==> config.mk <==
export PLATFORM = sky130hd
export DESIGN_NAME = sos_ctrl_flat
export DESIGN_NICKNAME = d
export VERILOG_FILES = /design/src/sv/sos_pkg.sv /design/src/sv/sos_if.sv /design/src/sv/sos_ctrl.sv /design/src/flat_wrapper.sv
export SDC_FILE = /design/constraint.sdc
export NUM_CORES = 2
export LEC_CHECK = 0
export CORE_MARGIN = 1.5
export CORE_UTILIZATION = 61
export DETAILED_ROUTE_END_ITERATION = 8
export DONT_BUFFER_PORTS = 1
export PLACE_DENSITY = 0.88
export SLEW_MARGIN = 20
export SYNTH_ARGS = -nofsm -noshare
export SYNTH_HDL_FRONTEND = slang
export SYNTH_SLANG_ARGS = --single-unit
==> constraint.sdc <==
create_clock -name clk -period 10 [get_ports clk]
set_input_delay 0.5 -clock clk [delete_from_list [all_inputs] [get_ports clk]]
set_output_delay 0.5 -clock clk [all_outputs]
set_load 0.005 [all_outputs]
==> src/sv/sos_pkg.sv <==
// ----------------------------------------------------------------------------
// sos_pkg
// Types, register codes, reset values and sine polynomial constants shared by
// the sine oscillator with sweep.
// ----------------------------------------------------------------------------
package sos_pkg;

	localparam int CFG_IDX_W  = 3;
	localparam int CFG_DATA_W = 32;
	localparam int SAMPLE_W   = 16;
	localparam int INC_W      = 32;
	localparam int AMP_W      = 16;
	localparam int SCALE_FRAC = 30;

	typedef logic signed [SAMPLE_W-1:0] sample_t;
	typedef logic [INC_W-1:0]           inc_t;
	typedef logic [AMP_W-1:0]           amp_t;

	typedef enum logic [CFG_IDX_W-1:0] {
		CFG_START_INC   = 3'd0,
		CFG_AMPLITUDE   = 3'd1,
		CFG_SWEEP_EN    = 3'd2,
		CFG_INC_LOW     = 3'd3,
		CFG_INC_HIGH    = 3'd4,
		CFG_UP_SCALER   = 3'd5,
		CFG_DOWN_SCALER = 3'd6
	} cfg_reg_t;

	localparam inc_t RST_START_INC = 32'd39370534;
	localparam amp_t RST_AMPLITUDE = 16'd328;
	localparam inc_t RST_INC_LOW   = 32'd0;
	localparam inc_t RST_INC_HIGH  = 32'hFFFF_FFFF;
	localparam inc_t UNITY_SCALER  = 32'd1073741824;

	localparam logic [16:0] X_ONE    = 17'd65536;
	localparam logic [16:0] POLY_A   = 17'd102944;
	localparam logic [15:0] POLY_B   = 16'd42047;
	localparam logic [12:0] POLY_C   = 13'd4640;
	localparam logic [14:0] MAG_MAX  = 15'd32767;

	localparam sample_t SAMPLE_MAX = 16'sh7FFF;
	localparam sample_t SAMPLE_MIN = 16'sh8000;

endpackage

==> src/sv/sos_if.sv <==


interface sos_cfg_if;
	import sos_pkg::*;
	logic                  valid;
	logic                  ready;
	logic [CFG_IDX_W-1:0]  index;
	logic [CFG_DATA_W-1:0] data;
	modport source (output valid, output index, output data, input ready);
	modport sink (input valid, input index, input data, output ready);
endinterface

==> src/sv/sos_ctrl.sv <==
// ----------------------------------------------------------------------------
// sos_ctrl
// Register file, phase accumulator and ping-pong increment sweep.
// ----------------------------------------------------------------------------
module sos_ctrl #(
	parameter int unsigned PHASE_BITS = 32
) (
	input  logic                    clk,
	input  logic                    arst_n,
	sos_cfg_if.sink                 cfg,
	input  logic                    step,
	output logic [PHASE_BITS-1:0]   phase,
	output sos_pkg::amp_t           amplitude
);
	import sos_pkg::*;

	amp_t                  amp_q;
	logic                  sweep_en_q;
	inc_t                  inc_low_q;
	inc_t                  inc_high_q;
	inc_t                  up_scl_q;
	inc_t                  dn_scl_q;
	logic [PHASE_BITS-1:0] phase_q;
	inc_t                  inc_q;
	logic                  sweep_up_q;

	logic                  cfg_we;
	cfg_reg_t              cfg_sel;
	inc_t                  scl;
	logic [2*INC_W-1:0]    prod;
	logic [INC_W+1:0]      prod_sh;
	inc_t                  inc_scaled;
	logic                  turn_dn;
	logic                  turn_up;
	logic [PHASE_BITS-1:0] phase_nxt;

	assign cfg.ready = 1'b1;
	assign cfg_we    = cfg.valid && cfg.ready;
	assign cfg_sel   = cfg_reg_t'(cfg.index);

	assign scl        = sweep_up_q ? up_scl_q : dn_scl_q;
	assign prod       = (2*INC_W)'(inc_q) * (2*INC_W)'(scl);
	assign prod_sh    = prod[2*INC_W-1:SCALE_FRAC];
	assign inc_scaled = (|prod_sh[INC_W+1:INC_W]) ? '1 : prod_sh[INC_W-1:0];
	assign turn_dn    = inc_scaled > inc_high_q;
	assign turn_up    = inc_scaled < inc_low_q;
	assign phase_nxt  = phase_q + PHASE_BITS'(inc_q);

	assign phase     = phase_q;
	assign amplitude = amp_q;

	always_ff @(posedge clk or negedge arst_n) begin
		if (!arst_n) begin
			amp_q      <= RST_AMPLITUDE;
			sweep_en_q <= 1'b0;
			inc_low_q  <= RST_INC_LOW;
			inc_high_q <= RST_INC_HIGH;
			up_scl_q   <= UNITY_SCALER;
			dn_scl_q   <= UNITY_SCALER;
			phase_q    <= '0;
			inc_q      <= RST_START_INC;
			sweep_up_q <= 1'b1;
		end else begin
			if (step) begin
				phase_q <= phase_nxt;
			end
			if (step && sweep_en_q) begin
				inc_q <= inc_scaled;
				if (sweep_up_q && turn_dn) begin
					sweep_up_q <= 1'b0;
				end else if (!sweep_up_q && turn_up) begin
					sweep_up_q <= 1'b1;
				end
			end
			if (cfg_we) begin
				case (cfg_sel)
					CFG_START_INC: begin
						inc_q <= cfg.data;
					end
					CFG_AMPLITUDE: begin
						amp_q <= cfg.data[AMP_W-1:0];
					end
					CFG_SWEEP_EN: begin
						sweep_en_q <= cfg.data[0];
						if (cfg.data[0]) begin
							sweep_up_q <= 1'b1;
						end
					end
					CFG_INC_LOW: begin
						inc_low_q <= cfg.data;
					end
					CFG_INC_HIGH: begin
						inc_high_q <= cfg.data;
					end
					CFG_UP_SCALER: begin
						up_scl_q <= cfg.data;
					end
					CFG_DOWN_SCALER: begin
						dn_scl_q <= cfg.data;
					end
					default: begin
					end
				endcase
			end
		end
	end

	a_phase_step: assert property (@(posedge clk) disable iff (!arst_n)
		step |=> phase_q == $past(phase_nxt))
		else $error("phase did not advance by the increment");

	a_inc_hold: assert property (@(posedge clk) disable iff (!arst_n)
		(!sweep_en_q && !(cfg_we && cfg_sel == CFG_START_INC)) |=> inc_q == $past(inc_q))
		else $error("increment moved with sweep off");

	a_no_rise: assert property (@(posedge clk) disable iff (!arst_n)
		(step && sweep_en_q && sweep_up_q && up_scl_q <= UNITY_SCALER && !cfg_we)
		|=> inc_q <= $past(inc_q))
		else $error("increment grew with scaler at or below one");

endmodule

==> src/flat_wrapper.sv <==
// flat-port wrapper written by rule: the top's interface ports become plain ports
module sos_ctrl_flat import sos_pkg::*;
#(
	parameter int unsigned PHASE_BITS = 32
)
  (clk, arst_n, step, phase, amplitude, cfg_valid, cfg_index, cfg_data, cfg_ready);
  sos_cfg_if cfg_i ();
  input  logic clk;
  input  logic arst_n;
  input  logic step;
  output logic [PHASE_BITS-1:0] phase;
  output sos_pkg::amp_t amplitude;
  input wire logic [$bits(cfg_i.valid)-1:0] cfg_valid;
  input wire logic [$bits(cfg_i.index)-1:0] cfg_index;
  input wire logic [$bits(cfg_i.data)-1:0] cfg_data;
  output wire logic [$bits(cfg_i.ready)-1:0] cfg_ready;
  assign cfg_i.valid = cfg_valid;
  assign cfg_i.index = cfg_index;
  assign cfg_i.data = cfg_data;
  assign cfg_ready = cfg_i.ready;
  sos_ctrl #(.PHASE_BITS(PHASE_BITS)) u_core (.clk(clk), .arst_n(arst_n), .cfg(cfg_i), .step(step), .phase(phase), .amplitude(amplitude));
endmodule
==> results_dict.tcl <==
set metrics [dict create \
    finalNetCount 6178 \
    skew_ns 0.03518 \
    wl_met2_um 63400 \
    violations "negative setup slack" \
    slowest_delay_ns 0.69 \
    place_inst 5767 \
    antenna_found_initial 5 \
    ys.warnings.count 0 \
    htree_levels 1 \
    place_area_um2 47550 \
    initial_utilization 0.6198 \
    max_slew_margin 0.2782 \
    clock_latency_ns 0.56 \
    clkTransAtPathRegs_ns 0.06 \
    multi_input_area_um2 35170 \
    worst_pin_slew_ns 1.080 \
    core_area_um2 71850 \
    period_share 1.053 \
    rows 98 \
    first_pass_iters 8 \
    cp.required_ns 10.48 \
    vias 35811 \
    cts_root_buffer "clkbuf_16" \
    avgViaCountPerCell 6.111 \
    worstPathArrival_ns 11.01 \
    yosysSeqAreaShare 0.1195 \
    clk_path_buf_depth 3 \
    grt_max_degree 211 \
    timing.final.ws_setup_ns -0.5279 \
    die_h_um 273.2 \
    port_buffers 0 \
    syn_nets 6031 \
    worst_path_max_delay_cell "dfstp_4" \
    die_area_um2 74640 \
    grt_use_total 0.3583 \
    cts_tree "yes" \
    met1_length_um 44900 \
    antenna_left 0 \
    syn_to_final_growth_pct 10.60 \
    synthArstFlopShare 1.000 \
    gp_congestion 0.9624 \
    stdcell_count 5860 \
    slew_violations 0 \
    cts.sinks 210 \
    netlist_instances 4742 \
    worstSetupPathType "register to register" \
    post_drt_wl_per_cell_um 23.07 \
    critPathCaptureType "register" \
    hpwl_um 101500 \
    drv_cap 0 \
    syn_area_per_cell_um2 9.392 \
    ys.flop_type "dfrtp_1" \
    grt_pass1_wl_um 207200 \
    place_ws_ns -0.6431 \
    drive_gt1_frac 0.1443 \
    critPathLaunchType "register" \
    ioPinCount 88 \
    grt_setup_unrepaired "true" \
    fmax_ghz 0.09499 \
    synth_edf_count 0 \
    drt-total-wl_um 135200 \
    outcome "finished, violations left" \
    drcViolationCount 0 \
    dieWidth_um 273.2 \
    drt_iter0_drc 3410 \
    ys_seq_elements 210 \
    cts_buffers 24 \
    crit_path_max_fanout 13 \
    synth_area_um2 44540 \
    overflow 0 \
    finalSetupViolCount 1 \
    hold_viol_final 0 \
    dr.max_layer_used "met4" \
    final_common_cell "inv_1" \
    fin_area_um2 49260 \
    yosysUniqueCellTypes 74 \
    num-fill-cells 5029 \
    min_period_ns 10.53 \
    crit_top_cell "fa_1" \
    wl_met3_um 14310 \
    hold_class "primary input to register" \
    regArea_um2 5324 \
    grt_pass1_vias 39017 \
    mostFrequentLayoutCells "inv_1 (960), fa_1 (888), nand2_1 (588), and2_1 (555), ha_1 (346)" \
]
==> critical path, delay by kind of cell (launching register included) <==
family	cells	cell delay, ns
simple gates	7	1.75
fa+ha+maj	10	4.69
compound gates	11	2.08
flops	1	0.69
mux	1	0.35
buf+inv	7	0.90
==> final timing paths <==
path / cells after the start / end / slack [ns] / startpoint
worst max-delay path: 36 / u_core.sweep_up_q / -0.53 / u_core.sweep_up_q
worst min-delay path: 2 / u_core.inc_q[13] / 0.04 / cfg_data[13]
worst max register to register: 36 / u_core.sweep_up_q / -0.53 / u_core.sweep_up_q
worst min register to register: 1 / u_core.phase[31] / 0.50 / u_core.phase[31]
max in group asynchronous: 3 / u_core.amplitude[1] / 8.36 / arst_n
min in group asynchronous: 2 / u_core.inc_low_q[28] / 0.51 / arst_n
==> synth_stat cells, drive strengths merged, types with 4 or more instances <==
| library cell | count | area share |
|---|---|---|
| inv | 960 | 0.081 |
| fa | 896 | 0.40 |
| nand2 | 590 | 0.050 |
| and2 | 559 | 0.079 |
| ha | 354 | 0.099 |
| clkbuf | 246 | 0.021 |
| mux2 | 165 | 0.042 |
| dfrtp | 158 | 0.089 |
| o21ai | 149 | 0.017 |
| a21oi | 106 | 0.012 |
| a21o | 53 | 0.0089 |
| dfstp | 52 | 0.031 |
| nor2 | 45 | 0.0038 |
| xnor2 | 36 | 0.0071 |
| nor3 | 35 | 0.0039 |
| and3 | 28 | 0.0039 |
| nand3 | 28 | 0.0031 |
| nand4 | 27 | 0.0038 |
| a211oi | 23 | 0.0039 |
| or2 | 18 | 0.0025 |
| xor2 | 16 | 0.0031 |
| o21a | 15 | 0.0025 |
| or3 | 15 | 0.0021 |
| nand2b | 14 | 0.0020 |
| nor2b | 13 | 0.0018 |
| buf | 10 | 0.0012 |
| o211ai | 10 | 0.0018 |
| o21bai | 10 | 0.0017 |
| a31oi | 9 | 0.0013 |
| o31ai | 9 | 0.0015 |
| a21boi | 6 | 0.0010 |
| a31o | 6 | 0.0012 |
| and4 | 6 | 0.0012 |
| nor4 | 6 | 0.00084 |
| a2111oi | 5 | 0.0010 |
| nor3b | 5 | 0.00084 |
| o311ai | 5 | 0.00098 |
| a221oi | 4 | 0.00079 |
| a311oi | 4 | 0.00079 |
| o2111ai | 4 | 0.00079 |
==> stage by stage <==
stage / setup TNS (ns) / util / hold slack, ns
4_1_cts: -0.3997 / 0.6750 / 0.04538
3_3_place_gp: -0.6471 / 0.6618 / 0.2075
5_1_grt: -0.7205 / 0.6855 / 0.05643
3_5_place_dp: -0.6431 / 0.6618 / 0.2070
6_report: -0.5279 / 0.6856 / 0.04328
2_1_floorplan: 0 / - / 0.2044
==> per-layer routing <==
layer  up-vias  track usage
met5         -            0
met1     17912       0.4172
met2      2333       0.5956
li1      14753            -
met4         0       0.2477
met3       813      0.07474
==> what timing repair did <==
action                                  CTS  global route
setup buffers                             0            30
pin swaps                                 2            33
hold buffers                              1             1
hold endpoints to repair                210            34
gates cloned                              0            13
endpoints found under the setup margin    1             1
resized for setup                        34            65
==> state kept, by name, indices dropped and copies added, names as in the netlist <==
register and flops:
u_core.inc_high_q 32, u_core.amplitude 16, u_core.phase 32, u_core.up_scl_q 32, u_core.inc_low_q 32, u_core.inc_q 32, u_core.sweep_en_q 1, u_core.dn_scl_q 32
u_core.sweep_up_q 1
==> area by class of cell <==
type                            count  area share
Multi-Input combinational cell   3328      0.7140
Timing Repair Buffer              365     0.06462
Sequential cell                   210      0.1081
Clock inverter                     11    0.002134
Tap cell                          950     0.02413
Inverter                          960     0.07315
Antenna cell                        3   0.0001524
Clock buffer                       33     0.01369
==> kinds of logic after synthesis <==
group           count (synthesis)  share of synthesized area
mux                           168                    0.04256
flops                         210                     0.1195
simple gates                 1402                     0.1607
other cells                     1                 0.00008420
buf+inv                      1216                     0.1028
xor+xnor                       52                    0.01023
fa+ha+maj                    1250                     0.5022
compound gates                443                    0.06195
Power is left out: the tool's default activity adds up to more than one toggle a clock period on the data nets, which glitch-free logic cannot reach.
