==> config.mk <==
export PLATFORM = sky130hd
export DESIGN_NAME = sos_tone_flat
export DESIGN_NICKNAME = d
export VERILOG_FILES = /design/src/sv/sos_pkg.sv /design/src/sv/sos_if.sv /design/src/sv/sos_tone.sv /design/src/flat_wrapper.sv
export SDC_FILE = /design/constraint.sdc
export NUM_CORES = 2
export LEC_CHECK = 0
export BUFFER_PORTS_ARGS = -buffer_cell sky130_fd_sc_hd__buf_4
export CAP_MARGIN = 20
export CORE_MARGIN = 1.5
export CORE_UTILIZATION = 55
export DETAILED_ROUTE_END_ITERATION = 8
export GPL_TIMING_DRIVEN = 0
export PLACE_DENSITY_LB_ADDON = 0.3
export SYNTH_ARGS = -nofsm -noshare
export SYNTH_HDL_FRONTEND = slang
export SYNTH_SLANG_ARGS = --single-unit
==> constraint.sdc <==
create_clock -name clk -period 19 [get_ports clk]
set_clock_uncertainty 0.1 [all_clocks]
set_input_delay 0.95 -clock clk [delete_from_list [all_inputs] [get_ports clk]]
set_output_delay 0.95 -clock clk [all_outputs]
set_load 0.01 [all_outputs]
==> src/sv/sos_pkg.sv <==
// ----------------------------------------------------------------------------
// sos_pkg
// Types, register codes, reset values and sine polynomial constants shared by
// the sine oscillator with sweep.
// ----------------------------------------------------------------------------
package sos_pkg;

	localparam int CFG_IDX_W  = 3;
	localparam int CFG_DATA_W = 32;
	localparam int SAMPLE_W   = 16;
	localparam int INC_W      = 32;
	localparam int AMP_W      = 16;
	localparam int SCALE_FRAC = 30;

	typedef logic signed [SAMPLE_W-1:0] sample_t;
	typedef logic [INC_W-1:0]           inc_t;
	typedef logic [AMP_W-1:0]           amp_t;

	typedef enum logic [CFG_IDX_W-1:0] {
		CFG_START_INC   = 3'd0,
		CFG_AMPLITUDE   = 3'd1,
		CFG_SWEEP_EN    = 3'd2,
		CFG_INC_LOW     = 3'd3,
		CFG_INC_HIGH    = 3'd4,
		CFG_UP_SCALER   = 3'd5,
		CFG_DOWN_SCALER = 3'd6
	} cfg_reg_t;

	localparam inc_t RST_START_INC = 32'd39370534;
	localparam amp_t RST_AMPLITUDE = 16'd328;
	localparam inc_t RST_INC_LOW   = 32'd0;
	localparam inc_t RST_INC_HIGH  = 32'hFFFF_FFFF;
	localparam inc_t UNITY_SCALER  = 32'd1073741824;

	localparam logic [16:0] X_ONE    = 17'd65536;
	localparam logic [16:0] POLY_A   = 17'd102944;
	localparam logic [15:0] POLY_B   = 16'd42047;
	localparam logic [12:0] POLY_C   = 13'd4640;
	localparam logic [14:0] MAG_MAX  = 15'd32767;

	localparam sample_t SAMPLE_MAX = 16'sh7FFF;
	localparam sample_t SAMPLE_MIN = 16'sh8000;

endpackage

==> src/sv/sos_if.sv <==
// ----------------------------------------------------------------------------
// sos_if
// Valid/ready channels of the sine oscillator: sample in, sample out and
// register writes.
// ----------------------------------------------------------------------------
interface sos_in_if;
	import sos_pkg::*;
	logic    valid;
	logic    ready;
	sample_t mix_in;
	modport source (output valid, output mix_in, input ready);
	modport sink (input valid, input mix_in, output ready);
endinterface

interface sos_out_if;
	import sos_pkg::*;
	logic    valid;
	logic    ready;
	sample_t mix_out;
	modport source (output valid, output mix_out, input ready);
	modport sink (input valid, input mix_out, output ready);
endinterface


==> src/sv/sos_tone.sv <==
// ----------------------------------------------------------------------------
// sos_tone
// Seven-stage sine pipeline: polynomial sine of the phase, gain, and
// saturating mix into the incoming sample. At most one multiply per stage.
// ----------------------------------------------------------------------------
module sos_tone #(
	parameter int unsigned PHASE_BITS      = 32,
	parameter int unsigned SINE_TABLE_BITS = 10
) (
	input  logic                  clk,
	input  logic                  arst_n,
	sos_in_if.sink                in_ch,
	sos_out_if.source             out_ch,
	input  logic [PHASE_BITS-1:0] phase,
	input  sos_pkg::amp_t         amplitude
);
	import sos_pkg::*;

	localparam int unsigned R_BITS  = SINE_TABLE_BITS - 2;
	localparam int unsigned X_SHIFT = 16 - R_BITS;

	logic [1:0]        quad;
	logic [R_BITS-1:0] r;
	logic [16:0]       x_raw;
	logic [16:0]       x_in;

	logic v_s1, v_s2, v_s3, v_s4, v_s5, v_s6, v_s7;
	logic rdy_s1, rdy_s2, rdy_s3, rdy_s4, rdy_s5, rdy_s6, rdy_s7;

	sample_t     mix_s1, mix_s2, mix_s3, mix_s4, mix_s5, mix_s6;
	logic        neg_s1, neg_s2, neg_s3, neg_s4, neg_s5, neg_s6;
	logic [16:0] x_s1, x_s2, x_s3, x_s4;
	logic [16:0] x2_s2, x2_s3;
	logic [15:0] p1_s3;
	logic [16:0] p2_s4;
	logic [16:0] p3_s5;
	logic [14:0] m_s6;
	sample_t     sum_s7;

	logic [33:0] prod_xx;
	logic [29:0] prod_c;
	logic [32:0] prod_p1;
	logic [33:0] prod_p2;
	logic [31:0] prod_m;
	logic [30:0] prod_a;
	logic [15:0] p1_nxt;
	logic [16:0] p2_nxt;
	logic [15:0] m_raw;
	logic [14:0] m_nxt;
	logic [15:0] tone_mag;
	logic [17:0] tone_ext;
	logic [17:0] tone_sgn;
	logic [17:0] sum_w;
	sample_t     sum_sat;

	assign quad  = phase[PHASE_BITS-1 -: 2];
	assign r     = phase[PHASE_BITS-3 -: R_BITS];
	assign x_raw = 17'(r) << X_SHIFT;
	assign x_in  = quad[0] ? (X_ONE - x_raw) : x_raw;

	assign rdy_s7 = !v_s7 || out_ch.ready;
	assign rdy_s6 = !v_s6 || rdy_s7;
	assign rdy_s5 = !v_s5 || rdy_s6;
	assign rdy_s4 = !v_s4 || rdy_s5;
	assign rdy_s3 = !v_s3 || rdy_s4;
	assign rdy_s2 = !v_s2 || rdy_s3;
	assign rdy_s1 = !v_s1 || rdy_s2;

	assign in_ch.ready    = rdy_s1;
	assign out_ch.valid   = v_s7;
	assign out_ch.mix_out = sum_s7;

	assign prod_xx = 34'(x_s1) * 34'(x_s1);
	assign prod_c  = 30'(x2_s2) * 30'(POLY_C);
	assign p1_nxt  = POLY_B - 16'(prod_c[29:16]);
	assign prod_p1 = 33'(x2_s3) * 33'(p1_s3);
	assign p2_nxt  = POLY_A - prod_p1[32:16];
	assign prod_p2 = 34'(x_s4) * 34'(p2_s4);
	assign prod_m  = 32'(p3_s5) * 32'(MAG_MAX);
	assign m_raw   = prod_m[31:16];
	assign m_nxt   = (m_raw > 16'(MAG_MAX)) ? MAG_MAX : m_raw[14:0];

	assign prod_a   = 31'(m_s6) * 31'(amplitude);
	assign tone_mag = prod_a[30:15];
	assign tone_ext = {2'b00, tone_mag};
	assign tone_sgn = neg_s6 ? (18'd0 - tone_ext) : tone_ext;
	assign sum_w    = {{2{mix_s6[SAMPLE_W-1]}}, mix_s6} + tone_sgn;

	always_comb begin
		if ($signed(sum_w) > 18'sd32767) begin
			sum_sat = SAMPLE_MAX;
		end else if ($signed(sum_w) < -18'sd32768) begin
			sum_sat = SAMPLE_MIN;
		end else begin
			sum_sat = sum_w[SAMPLE_W-1:0];
		end
	end

	always_ff @(posedge clk or negedge arst_n) begin
		if (!arst_n) begin
			v_s1 <= 1'b0;
			v_s2 <= 1'b0;
			v_s3 <= 1'b0;
			v_s4 <= 1'b0;
			v_s5 <= 1'b0;
			v_s6 <= 1'b0;
			v_s7 <= 1'b0;
		end else begin
			if (rdy_s1) v_s1 <= in_ch.valid;
			if (rdy_s2) v_s2 <= v_s1;
			if (rdy_s3) v_s3 <= v_s2;
			if (rdy_s4) v_s4 <= v_s3;
			if (rdy_s5) v_s5 <= v_s4;
			if (rdy_s6) v_s6 <= v_s5;
			if (rdy_s7) v_s7 <= v_s6;
		end
	end

	always_ff @(posedge clk) begin
		if (rdy_s1 && in_ch.valid) begin
			mix_s1 <= in_ch.mix_in;
			neg_s1 <= quad[1];
			x_s1   <= x_in;
		end
		if (rdy_s2 && v_s1) begin
			mix_s2 <= mix_s1;
			neg_s2 <= neg_s1;
			x_s2   <= x_s1;
			x2_s2  <= prod_xx[32:16];
		end
		if (rdy_s3 && v_s2) begin
			mix_s3 <= mix_s2;
			neg_s3 <= neg_s2;
			x_s3   <= x_s2;
			x2_s3  <= x2_s2;
			p1_s3  <= p1_nxt;
		end
		if (rdy_s4 && v_s3) begin
			mix_s4 <= mix_s3;
			neg_s4 <= neg_s3;
			x_s4   <= x_s3;
			p2_s4  <= p2_nxt;
		end
		if (rdy_s5 && v_s4) begin
			mix_s5 <= mix_s4;
			neg_s5 <= neg_s4;
			p3_s5  <= prod_p2[32:16];
		end
		if (rdy_s6 && v_s5) begin
			mix_s6 <= mix_s5;
			neg_s6 <= neg_s5;
			m_s6   <= m_nxt;
		end
		if (rdy_s7 && v_s6) begin
			sum_s7 <= sum_sat;
		end
	end

	a_fill: assert property (@(posedge clk) disable iff (!arst_n)
		(in_ch.valid && in_ch.ready) |=> v_s1)
		else $error("accepted word missing from first stage");

	a_empty_out: assert property (@(posedge clk) disable iff (!arst_n)
		!v_s7 |-> in_ch.ready)
		else $error("empty output stage but input stalled");

	a_s1_hold: assert property (@(posedge clk) disable iff (!arst_n)
		(v_s1 && !rdy_s2) |=> (v_s1 && $stable(mix_s1) && $stable(x_s1)))
		else $error("first stage lost a stalled word");

endmodule

==> src/flat_wrapper.sv <==
// flat-port wrapper written by rule: the top's interface ports become plain ports
module sos_tone_flat import sos_pkg::*;
#(
	parameter int unsigned PHASE_BITS      = 32,
	parameter int unsigned SINE_TABLE_BITS = 10
)
  (clk, arst_n, phase, amplitude, in_ch_valid, in_ch_mix_in, in_ch_ready, out_ch_valid, out_ch_mix_out, out_ch_ready);
  sos_in_if in_ch_i ();
  sos_out_if out_ch_i ();
  input  logic clk;
  input  logic arst_n;
  input  logic [PHASE_BITS-1:0] phase;
  input  sos_pkg::amp_t amplitude;
  input wire logic [$bits(in_ch_i.valid)-1:0] in_ch_valid;
  input wire logic [$bits(in_ch_i.mix_in)-1:0] in_ch_mix_in;
  output wire logic [$bits(in_ch_i.ready)-1:0] in_ch_ready;
  output wire logic [$bits(out_ch_i.valid)-1:0] out_ch_valid;
  output wire logic [$bits(out_ch_i.mix_out)-1:0] out_ch_mix_out;
  input wire logic [$bits(out_ch_i.ready)-1:0] out_ch_ready;
  assign in_ch_i.valid = in_ch_valid;
  assign in_ch_i.mix_in = in_ch_mix_in;
  assign in_ch_ready = in_ch_i.ready;
  assign out_ch_valid = out_ch_i.valid;
  assign out_ch_mix_out = out_ch_i.mix_out;
  assign out_ch_i.ready = out_ch_ready;
  sos_tone #(.PHASE_BITS(PHASE_BITS), .SINE_TABLE_BITS(SINE_TABLE_BITS)) u_core (.clk(clk), .arst_n(arst_n), .in_ch(in_ch_i), .out_ch(out_ch_i), .phase(phase), .amplitude(amplitude));
endmodule
==> results.cfg <==
[status]
status = complete, no violations

[worst_setup_path]
crit_path_frequent_cell = fa_1
endpoint_kind = flop
r2r_setup_slack_ns = 8.44
critPathRequiredTime_ns = 19.24
cpPeakStageDelay_ns = 0.57
reg2reg_to = u_core.out_ch.mix_out[13]
critPathKind = flop to flop
r2r-start = u_core.m_s6[5]
cp_max_fo = 10
cp_data_arrival_time_ns = 10.80
startpoint_type = flop
slowest_stage = edfxtp_1
r2r_cells = 37

[grt]
grt_pass1_vias = 26900
antenna_found_initial = 0
grt_pass1_wl_mm = 135
grt_max_degree = 36
overflow = 0
grt_use_total_pct = 23.6

[drt]
wl_met2_mm = 40.4
wl_mm = 80.7
drt_iter0_drc = 1373
wl_met1_mm = 34.2
drc = 0
route.met3.wl_mm = 3.82
ant_nets = 0
dr.pass1.iters = 6
num_vias = 25400
wl_per_cell_um = 16.7
post_drt_via_cell_ratio = 5.26
routed.top_layer = met4

[timing]
drv_slew = 0
max_freq_mhz = 94.7
finalCriticalPeriod_ns = 10.56
hold_viol_final = 0
setup_tns_ns = 0
relSlewSlack_pct = 44.2
worst_pin_slew_ns = 0.837
fin_crit_sh_pct = 55.6
rsz0062_at_grt = false
finalSetupViolCount = 0

[floorplan]
die_h_um = 268
dieArea_um2 = 71600
die_x_um = 268
design.core.area_um2 = 68900
start_util_pct = 55.9
pin_count = 86
rows = 96

[clock_network]
cts.sinks = 256
root_buffer = clkbuf_16
cts_buffers = 27
cts_setup_buffers = 0
cts_buffer_depth = 3
worst_skew_pair.late_latency_ns = 0.59
cts_tree = yes
path_clk_slew_ns = 0.07
cts_htree_levels = 1
hold_buffers = 0
cts_resized = 0

[yosys]
synth_cell_type_count = 79
ys_top_cells_by_count = inv_1, fa_1, ha_1
synth_ff_type = edfxtp_1
yosysWarnings = 0
ys_top_cells_by_area = fa_1, edfxtp_1, ha_1
netlist_area_um2 = 38500
ys_ff_latch = 256
synth.yosys.seq_area_share_pct = 19.9
synth_top_area_share_pct = 33.1
yosysTopAreaCell = fa_1
yosysMostFrequentCell = inv_1
syn_area_per_cell_um2 = 10.2
ys_async_sr_fraction_pct = 2.73
syn_inst = 3767
synth_edf_count = 249

[finish]
fin_nets = 5078
fill_cells = 5843
post-route-util_pct = 59.8
layout-drive-gt1-share_pct = 3.99
regArea_um2 = 7650
fin_area_um2 = 41200
multi_input_area_um2 = 27400
area_delta_synth_final_pct = 6.98
insertedDiodeCount = 0

[place]
place_congestion = 0.909
hpwl_mm = 67.1
placed_area_um2 = 40300
portBuffers = 62

[job]
drv_cap = 0

[min_path]
hold_path_class = input pin to asynchronous set/reset pin
stage by stage:
stage,std cells,setup WS [ns],hold slack (ns)
after floorplan,3770,9.35,0.300
after global placement,4763,8.13,0.301
after detailed placement,4769,8.06,0.305
after CTS,4819,8.47,0.0441
after global routing,4820,7.63,0.0562
final,4820,8.44,0.0685
layout by cell type, fill, tap and decap left out, drive strengths merged, types with 5 or more instances in the layout:
master  count
o211ai      6
nand3      20
ha        505
inv       845
dfrtp       7
nor2       70
nand4      11
conb        5
or3         9
a211oi      8
clkbuf    126
o31ai      13
nor3       27
a31oi      15
nand2b     24
nand2     422
nor4        5
buf        74
mux2i       5
clkinv      6
and2      330
a21o       57
o21ai      44
o21a       14
fa        637
and3       14
a31o        6
a21oi      81
nor2b      21
xor2       41
o21bai     21
edfxtp    249
or2        11
xnor2     102
worst max-delay path by stage:
stage          slack [ns]  depth (start not counted)      startpoint                   endpoint
2_1_floorplan        9.35                         37    amplitude[8]  u_core.out_ch.mix_out[10]
3_3_place_gp         8.13                         36    amplitude[0]   u_core.out_ch.mix_out[9]
3_5_place_dp         8.06                         38    amplitude[9]  u_core.out_ch.mix_out[13]
4_1_cts              8.47                         37  u_core.m_s6[5]  u_core.out_ch.mix_out[13]
5_1_grt              7.63                         35  u_core.m_s6[8]  u_core.out_ch.mix_out[13]
6_report             8.44                         37  u_core.m_s6[5]  u_core.out_ch.mix_out[13]
state kept, by name (all words and copies together), names as in the netlist, 8 cells and up:
name,count
u_core.mix_s4,16
u_core.x2_s3,16
u_core.mix_s5,16
u_core.out_ch.mix_out,16
u_core.x_s4,9
u_core.x_s3,8
u_core.mix_s3,16
u_core.p1_s3,16
u_core.mix_s6,16
u_core.x_s2,8
u_core.p3_s5,17
u_core.mix_s2,16
u_core.x2_s2,16
u_core.mix_s1,16
u_core.p2_s4,17
u_core.m_s6,15
u_core.x_s1,9
critical path: cells and delay by family (launching register included):
kind                       cells  cell delay [ns]
adders and majority gates      9             4.10
AOI/OAI and AO/OA             13             2.71
and+or+nand+nor                7             1.79
buffers and inverters          7             0.86
DFF                            1             0.57
xor gates and xnor gates       1             0.18
per-layer routing:
layer,global-route usage (%),vias up
met4,6.40,0
met5,0,-
li1,-,11900
met2,41.4,583
met3,2.65,134
met1,30.9,12700
layout make-up:
type / count / share of cell area [%]
plain buffers: 95 / 0.871
clock buffers: 36 / 1.82
clock inverters: 14 / 0.401
inverters: 840 / 7.65
multi-input cells: 2579 / 66.5
flip-flops and latches: 256 / 18.6
well taps: 931 / 2.83
repair buffers: 69 / 1.39
cell families (layout without fill, tap and decap cells):
logic type	count (synthesis)	in the layout	share of synthesized area (%)
xor+xnor	143	143	3.27
simple gates	976	976	12.6
compound gates	303	303	5.34
mux	9	9	0.247
buf+inv	935	1054	9.12
fa+ha+maj	1143	1143	49.5
other cells	2	5	0.0195
flops	256	256	19.9
Power is left out: the tool's default activity adds up to more than one toggle a clock period on the data nets, which glitch-free logic cannot reach.
